$ cat src/hw/rtl/rbsor_ram.sv
`timescale 1ns / 1ps

module rbsor_ram #(
  parameter int WIDTH = 32,
  parameter int DEPTH = 16
) (
  input  logic                     clk,
  input  logic                     we,
  input  logic [$clog2(DEPTH)-1:0] waddr,
  input  logic [WIDTH-1:0]         wdata,
  input  logic [$clog2(DEPTH)-1:0] raddr,
  output logic [WIDTH-1:0]         rdata
);

  logic [WIDTH-1:0] mem [DEPTH];

  always_ff @(posedge clk) begin
    if (we) begin
      mem[waddr] <= wdata;
    end
    rdata <= mem[raddr];
  end

endmodule

$ cat config.mk
export PLATFORM = sky130hd
export DESIGN_NAME = rbsor_ram
export DESIGN_NICKNAME = d
export VERILOG_FILES = /design/src/hw/rtl/rbsor_ram.sv
export SDC_FILE = /design/constraint.sdc
export NUM_CORES = 1
export LEC_CHECK = 0
export BUFFER_PORTS_ARGS = -buffer_cell sky130_fd_sc_hd__buf_2
export CAP_MARGIN = 10
export CORE_ASPECT_RATIO = 1.25
export CORE_MARGIN = 4
export CORE_UTILIZATION = 65
export CTS_CLUSTER_SIZE = 20
export DETAILED_ROUTE_END_ITERATION = 8
export PLACE_DENSITY_LB_ADDON = 0.12
export SETUP_SLACK_MARGIN = 0.15
export SYNTH_ARGS = -nofsm -noshare
export SYNTH_HDL_FRONTEND = slang
export SYNTH_SLANG_ARGS = --single-unit
$ cat constraint.sdc
create_clock -name clk -period 10.5 [get_ports clk]
set_input_delay 0.525 -clock clk [delete_from_list [all_inputs] [get_ports clk]]
set_output_delay 0.525 -clock clk [all_outputs]
set_load 0.01 [all_outputs]
==> key figures <==
Clocking
  – Total CTS buffers: 48
  – Clk pin slew, worst setup/hold paths: 60 ps
  – # hold bufs at CTS: 0
  – Clock latency on the worst-skew pair: about 550 ps
  – CTS Buffer Depth: 3
  – Post-CTS Setup Inserts: 0
  – Root buf cell: clkbuf_16
  – CTS tree: yes
  – Post-CTS sizing: 0
  – Clock sink total: between 500 and 600
  – H-tree Lvls: 2

Worst setup path
  – CP required: ~11000 ps
  – Crit Path Max Fanout: 77
  – R2R Path Start: mem[0][31]
  – Crit path DAT: between 3000 and 4000 ps
  – Worst R2R End: rdata[31]
  – CP endpoint: rdata[21]
  – Worst reg2reg path depth: 3
  – CP endpoint kind: register
  – Startpoint Class: primary input
  – Crit Path Category: primary input to register
  – R2R Setup Slk: roughly 9200 ps
  – Worst setup path startpoint: raddr[0]

Yosys
  – Post-Syn Area: 19900 um^2
  – Mapped Cells: between 800 and 900
  – Yosys reg bits: 544
  – Post-synthesis cell type count: 18
  – Ys Warns: 0
  – Sequential share of the synthesized area: between 80% and 90%
  – Syn_nets: 880
  – Synthesized area per cell: 23.7 um^2

Drt
  – Routed Wire Length: about 42000 um
  – DR iter-0 viols: 1105
  – Post-route ant nets: 0
  – DRC viols: 0
  – Vias: slightly above 9000
  – DR vias/cell: ~6.6
  – Initial DRT Pass Iterations: 5
  – Drt wl/cell: about 30 um

Floorplanning
  – Die area: about 33000 um^2
  – Die X: roughly 160 um
  – Initial core utilization: between 60% and 70%
  – Ports: 74
  – Row Count: between 70 and 80
  – Core area: between 30000 and 40000 um^2
  – Die Ht: 203 um

STA
  – Final-report setup violation count: 0
  – Unrepaired setup endpoints after global routing: false
  – Worst Tran Pin Value: 1020 ps
  – Final Hold Vio Count: 0
  – Worst relative slew slack: approximately a third
  – Final Critical Period: 2780 ps
  – Worst Skew: roughly 13 ps
  – Fmax: 0.360 GHz
  – Final Max Tran Viols: 0
  – Fin Setup TNS: 0 ps
  – Final worst-path cycle share: 26.4%

Pwr
  – Pint: ~0.0035 W
  – Part of the power in combinational logic: 4.9%
  – Switching Fraction: 19.8%
  – Peak supply drop: roughly 0.14 mV
  – Clock Power Share: just under 40%
  – Sequential Power Share: roughly 57%
  – Pwr Total: ~0.0043 W
  – P_leak: roughly 7.1 nW
  – Power Dens Cells: 194 nW/um^2
  – Psw: between 0.0008 and 0.0009 W

Place
  – DP Area: approximately 21000 um^2
  – GP Congestion: a little over 0.7
  – DP HPWL: around 19000 um
  – Port Buffer Count: between 70 and 80

Layout
  – Commonest non-fill, non-tap cell in the layout: edfxtp_1
  – Layout cells sized above 1: between 30% and 40%
  – Fill cell count: 1669
  – Most frequent cells in the layout: edfxtp_1, mux4_2, buf_2, a22oi_1, clkbuf_16
  – Design area: 22300 um^2
  – Area added between synthesis and finish: 12.2%
  – Fin nets: roughly 980

Global routing
  – Initial antenna violation count: 4
  – First-pass GRT wire length: 61900 um
  – Total gr overflow: 0
  – Vias in the first global route: slightly below 10000
  – Pin count of the biggest net entering global routing: just under 80
  – GRT Util Overall: 26.0%

Worst hold path
  – Min-delay src: wdata[26]
  – Hold WC Path Type: primary input to register

Run status
  – Status: complete, no violations

Job
  – # Max-Cap Violations: 0
## sequential cells by signal (all words and copies together) (netlist names)
signal	flops
mem	512
rdata	32
## worst max-delay path, stage by stage
cell,delay (ps)
clkbuf_8,710
buf_4,930
mux4_2,610
a22oi_1,210
nand2_1,110
## kinds of logic (layout without fill, tap and decap cells)
family          Yosys count  after routing  share of synthesized area, %
compound gates           64             64                          2.42
buf+inv                  43            183                          1.12
flops                   544            544                          80.7
mux                     128            128                          14.5
other cells               0              1                             0
simple gates             59             59                          1.27
## power groups by stage
| stage | Combinational, W | Sequential [W] | Clock, W |
|---|---|---|---|
| 2_1_floorplan | 0.000117 | 0.00249 | 0 |
| 3_3_place_gp | 0.000203 | 0.00248 | 0 |
| 3_5_place_dp | 0.000210 | 0.00249 | 0 |
| 4_1_cts | 0.000212 | 0.00244 | 0.00169 |
| 5_1_grt | 0.000226 | 0.00245 | 0.00178 |
| 6_report | 0.000210 | 0.00244 | 0.00166 |
## routing by layer
| metal | wire length [um] | up-vias | GRT usage (%) |
|---|---|---|---|
| li1 | - | 3773 | - |
| met2 | 21400 | 430 | 42.1 |
| met1 | 15700 | 4857 | 37.8 |
| met5 | 32 | - | 0 |
| met3 | 3600 | 73 | 5.11 |
| met4 | 850 | 6 | 5.99 |
## synth_stat cells
library cell / count / share of area (%)
nand2b_1: 2 / 0.063
nor3_1: 4 / 0.10
nor2_1: 13 / 0.25
nor2b_1: 2 / 0.063
nand3b_1: 2 / 0.076
edfxtp_1: 512 / 77
nand3_1: 1 / 0.025
mux4_2: 128 / 15
clkbuf_1: 17 / 0.32
nand2_1: 33 / 0.62
or3b_2: 1 / 0.044
buf_4: 11 / 0.42
buf_2: 4 / 0.10
dfxtp_1: 32 / 3.2
buf_1: 9 / 0.17
buf_6: 2 / 0.11
and2_1: 1 / 0.032
a22oi_1: 64 / 2.4
## final cells by class
| cell class | instances | area (um^2) | share of cell area, % |
|---|---|---|---|
| Clock inverter | 7 | 78.8 | 0.354 |
| Clock buffer | 81 | 1400 | 6.27 |
| Timing Repair Buffer | 95 | 542 | 2.43 |
| Multi-Input combinational cell | 251 | 3750 | 16.8 |
| Sequential cell | 544 | 16000 | 71.9 |
| Antenna cell | 1 | 2.50 | 0.0112 |
| Tap cell | 401 | 502 | 2.25 |
## how the worst min path moves through the flow
| stage | end | cells after the start | slack [ps] |
|---|---|---|---|
| CTS | mem[2][26] | 1 | 320 |
| floorplan | mem[0][0] | 0 | 620 |
| detailed placement | rdata[3] | 3 | 660 |
| global route | mem[5][11] | 1 | 340 |
| finish | mem[0][26] | 1 | 340 |
| global placement | rdata[13] | 3 | 650 |
## per-stage QoR
step / utilization (%) / hold WS, ps / std cells / setup slack [ps]
after floorplan: - / 624 / 838 / 6800
after global placement: 69.1 / 647 / 1291 / 7160
after detailed placement: 69.1 / 659 / 1291 / 7100
after CTS: 74.0 / 321 / 1379 / 7650
after global routing: 74.0 / 340 / 1379 / 7430
final: 74.0 / 344 / 1380 / 7720
Note: power is estimated with default switching activity, not from simulation.
