**src/hw/rtl/rbsor_pkg.sv**
```systemverilog
`timescale 1ns / 1ps

package rbsor_pkg;

  localparam int GRID_SIDE = 66;
  localparam int NCELLS    = GRID_SIDE * GRID_SIDE;
  localparam int ADDR_W    = $clog2(NCELLS);
  // Row and column counters must hold GRID_SIDE itself.
  localparam int POS_W     = $clog2(GRID_SIDE + 1);
  localparam int TERM_W    = 32 + 2 * POS_W + 2;
  localparam int MAG_W     = TERM_W;

  localparam logic [1:0] ACT_LOAD  = 2'd0;
  localparam logic [1:0] ACT_SOLVE = 2'd1;
  localparam logic [1:0] ACT_READ  = 2'd2;

  localparam logic [1:0] REG_RELAX = 2'd0;
  localparam logic [1:0] REG_TOL   = 2'd1;
  localparam logic [1:0] REG_MAXIT = 2'd2;

  typedef struct packed {
    logic [1:0]         action;
    logic [6:0]         row;
    logic [6:0]         col;
    logic signed [31:0] cell_in;
  } in_t;

  typedef struct packed {
    logic               result_kind;
    logic signed [31:0] cell_out;
    logic [9:0]         iterations_used;
    logic [30:0]        final_change;
    logic signed [63:0] weighted_sum;
  } out_t;

  typedef enum logic [3:0] {
    S_IDLE,
    S_ITER,
    S_ROW,
    S_CELL,
    S_SWEEP_END,
    S_ITER_END,
    S_WSUM,
    S_WDIV,
    S_DONE
  } state_t;

endpackage

```
**src/hw/rtl/rbsor_cdiv.sv**
```systemverilog
`timescale 1ns / 1ps

// Division of a magnitude by the grid area: the magnitude is multiplied by a
// rounded-up reciprocal in four partial products, one per cycle, which gives
// the exact floor for every magnitude that fits in MAG_W bits.
module rbsor_cdiv (
  input  logic                      clk,
  input  logic                      rst,
  input  logic                      go,
  input  logic [rbsor_pkg::MAG_W-1:0] dividend,
  output logic                      done,
  output logic [rbsor_pkg::MAG_W-1:0] quotient
);
  import rbsor_pkg::*;

  localparam int HALF  = MAG_W / 2;
  localparam int RCP_W = MAG_W + 1;
  localparam int SH    = MAG_W + $clog2(NCELLS);
  localparam int ACC_W = MAG_W + RCP_W;
  localparam logic [RCP_W-1:0] RECIP =
    RCP_W'(((64'd1 << SH) + 64'(NCELLS - 1)) / 64'(NCELLS));

  logic [MAG_W-1:0]      x;
  logic [ACC_W-1:0]      acc;
  logic [1:0]            step;
  logic                  running;
  logic [HALF-1:0]       op_a;
  logic [RCP_W-HALF-1:0] op_b;
  logic [RCP_W-1:0]      pp;
  logic [ACC_W-1:0]      pp_sh;

  always_comb begin
    op_a = step[1] ? x[MAG_W-1:HALF] : x[HALF-1:0];
    op_b = step[0] ? RECIP[RCP_W-1:HALF] : (RCP_W-HALF)'(RECIP[HALF-1:0]);
    pp   = {{(RCP_W - HALF){1'b0}}, op_a} * {{HALF{1'b0}}, op_b};
    case (step)
      2'd0:    pp_sh = ACC_W'(pp);
      2'd3:    pp_sh = ACC_W'(pp) << (2 * HALF);
      default: pp_sh = ACC_W'(pp) << HALF;
    endcase
  end

  always_ff @(posedge clk) begin
    if (rst) begin
      running <= 1'b0;
      done    <= 1'b0;
      step    <= '0;
    end else begin
      done <= 1'b0;
      if (go) begin
        x       <= dividend;
        acc     <= '0;
        step    <= '0;
        running <= 1'b1;
      end else if (running) begin
        acc  <= acc + pp_sh;
        step <= step + 2'd1;
        if (step == 2'd3) begin
          running <= 1'b0;
          done    <= 1'b1;
        end
      end
    end
  end

  assign quotient = MAG_W'(acc[ACC_W-1:SH]);

endmodule

```
**config.mk**
```make
export PLATFORM = sky130hd
export DESIGN_NAME = rbsor_cdiv
export DESIGN_NICKNAME = d
export VERILOG_FILES = /design/src/hw/rtl/rbsor_pkg.sv /design/src/hw/rtl/rbsor_cdiv.sv
export SDC_FILE = /design/constraint.sdc
export NUM_CORES = 1
export LEC_CHECK = 0
export ABC_CLOCK_PERIOD_IN_PS = 27300
export BUFFER_PORTS_ARGS = -buffer_cell sky130_fd_sc_hd__buf_2
export CAP_MARGIN = 25
export CORE_MARGIN = 1.5
export CORE_UTILIZATION = 60
export CTS_BUF_LIST = sky130_fd_sc_hd__clkbuf_4 sky130_fd_sc_hd__clkbuf_8
export CTS_CLUSTER_SIZE = 25
export DETAILED_ROUTE_END_ITERATION = 12
export PLACE_DENSITY = 0.85
export RECOVER_POWER = 50
export SYNTH_ARGS = -nofsm -noshare
export SYNTH_HDL_FRONTEND = slang
export SYNTH_SLANG_ARGS = --single-unit
```
**constraint.sdc**
```tcl
create_clock -name clk -period 27.3 [get_ports clk]
set_input_delay 2.73 -clock clk [delete_from_list [all_inputs] [get_ports clk]]
set_output_delay 2.73 -clock clk [all_outputs]
set_load 0.05 [all_outputs]
```
==> results.md <==
* Core footprint at 43500 µm²
* Arrival @ worst endpoint at 12.05 ns
* Drt first pass iters at 6
* CTS tree: built
* Number of flops mapped to enable cells by yosys at 144
* Leading cell type in the layout, fill and taps excluded: inv_1
* Root Buffer: clkbuf_8
* Pin count of the biggest net entering global routing at 66
* Cell area after layout at 27400 µm²
* # DRC at 0
* Violated checks: capacitance limit, slew limit
* Initial antenna violation count at 7
* Endpoint type of the worst setup path: register
* Setup Skew at 0.0307 ns
* Number of port buffers at 87
* # resized after CTS at 0
* Setup-failing EPs final at 0
* WP buf/inv at 10
* Post-synthesis cell area at 26600 µm²
* Gp weighted congestion at 1.04
* Initial Utilization at 61.2%
* Mean Syn Cell Area at 9.08 µm²
* DIE AREA at 45600 µm²
* Most frequent CP cell: inv_1
* Status: complete, but fails checks
* Gate Count Post-Synth at 2930
* First-pass GRT wire length at 120000 µm
* Post-DP Area at 27100 µm²
* CTS Sinks at 148
* Synth Flop Type: edfxtp_1
* WP data required at 27.57 ns
* # Max-Cap Violations at 5
* Most frequent cells in the layout: 619 x inv_1, 367 x ha_1, 319 x fa_1
* Total track usage at 35.3%
* Layout net count at 3657
* DRT Wirelength at 77400 µm
* CTS Buf Count at 17
* Worst-path clk slew at 0.10 ns
* Synth async-reset ratio at 0%
* Yosys cell types at 105
* 1st-iter DRT viols at 2011
* Pins over their slew limit at 208
* Vias at 21100
* H-tree depth at 4
* Worst skew pair latency at 0.59 ns
* Critical path type: register to register
* Hold-fix buffers, CTS at 0
* Number of synthesized register bits at 148
* Post-DP HPWL at 65100 µm
* Hold WC Path Type: register to register
* Total gr overflow at 0
* Vias per cell at 6.00
* Max incr delay on CP at 0.54 ns
* CTS Buffer Depth at 2
* Hold WS at 0.625 ns
* Die Ht at 214 µm
* Startpoint types: register
* Max Clk Rate at 84.9 MHz
* # IOs at 100
* Vias in the first global route at 21500
* Tcrit/Tclk final at 43.1%
* DIE WIDTH at 214 µm
* CP delay by family, top: adder cells
* Postcts setup bufs at 0
* Final hold vios at 0
* Row count at 76
* Critical path's slowest cell: mux2i_1
* Minimum clock period after layout at 11.78 ns
* Ys Warns at 0
* Layout cell share with drive strength beyond 1 at 4.84%
* Sum Neg Setup Slack at 0 ns
* Synth-to-layout area growth at 3.13%
* Routed Antenna Nets at 0
* Actual slew at the worst max-slew pin at 3.34 ns
* Rel. slew slack at -122%
* Register area share after synthesis at 16.5%
* CP max FO at 29
* RSZ-0062 raised after global routing: false
* Drt wl/cell at 22.0 µm
-- cells by family after synthesis --
family	count (synthesis)	synth area share [%]
multiplexers	29	1.12
AND/OR/NAND/NOR	621	11.1
buffers and inverters	768	11.9
other	2	0.0282
XOR/XNOR	126	4.20
adder cells (fa/ha/maj)	686	41.2
flip-flops	148	16.5
AO/OA/AOI/OAI	550	13.9
-- cells in the mapped netlist, drive strengths merged, types with 8 or more instances --
master,number,area share (%)
nand3,25,0.47
o21ai,115,2.3
and2,34,0.80
a21o,64,1.8
inv,619,8.7
nand2b,13,0.31
xor2,43,1.4
or2,10,0.24
o31ai,8,0.23
nor3,36,0.70
nor2b,22,0.53
o21bai,31,0.87
xnor2,82,2.7
a21oi,167,3.2
a21boi,9,0.25
a22o,30,0.99
nand4,53,1.3
nor2,219,3.1
fa,319,24
edfxtp,144,16
nand2,159,2.3
clkbuf,75,1.2
a211oi,13,0.39
o211ai,15,0.44
o21a,18,0.51
buf,74,1.9
mux2i,23,0.86
and3,14,0.33
ha,367,17
a31oi,18,0.48
-- tightest hold or removal path, delay by kind of cell (launching register included) --
family | cells | cell delay [ns]
flip-flops | 1 | 0.38
AND/OR/NAND/NOR | 2 | 0.17
-- layout make-up --
| cell class | instances | area (µm²) |
|---|---|---|
| fill | 3613 | 16000 |
| sequential | 148 | 4410 |
| multi-input combinational | 2037 | 19200 |
| antenna | 4 | 10.0 |
| clock buffer | 18 | 241 |
| clock inverter | 12 | 133 |
| timing repair buffer | 97 | 449 |
| tap | 585 | 732 |
| inverter | 619 | 2320 |
-- per-stage QoR --
step / utilization [%] / cells / setup slack [ns]
after floorplan: - / 2953 / 17.01
after global placement: 62.4 / 3485 / 15.84
after detailed placement: 62.4 / 3485 / 15.75
after CTS: 63.3 / 3515 / 15.69
after global routing: 63.1 / 3517 / 15.04
final: 63.2 / 3520 / 15.52
-- flip-flops by register name, summed over array words and instances (netlist names) --
name,flops
acc,96
step,2
running,1
done,1
x,48
-- metal layers --
metal,vias up,routed length [µm],GRT usage (%)
met1,10300,31300,46.2
met4,10,3690,16.0
met5,-,65,0
li1,9582,-,-
met2,1040,35100,55.0
met3,222,7200,9.26
-- path summary, 6_finish.rpt --
| check | startpoint | end | slack, ns | cells after the start |
|---|---|---|---|---|
| worst max-delay path | step[1] | acc[62] | 15.52 | 41 |
| worst min-delay path | running | done | 0.62 | 2 |
| worst max register to register | step[1] | acc[62] | 15.52 | 41 |
| worst min register to register | running | done | 0.62 | 2 |
Power is left out: the tool's default activity adds up to more than one toggle a clock period on the data nets, which glitch-free logic cannot reach.
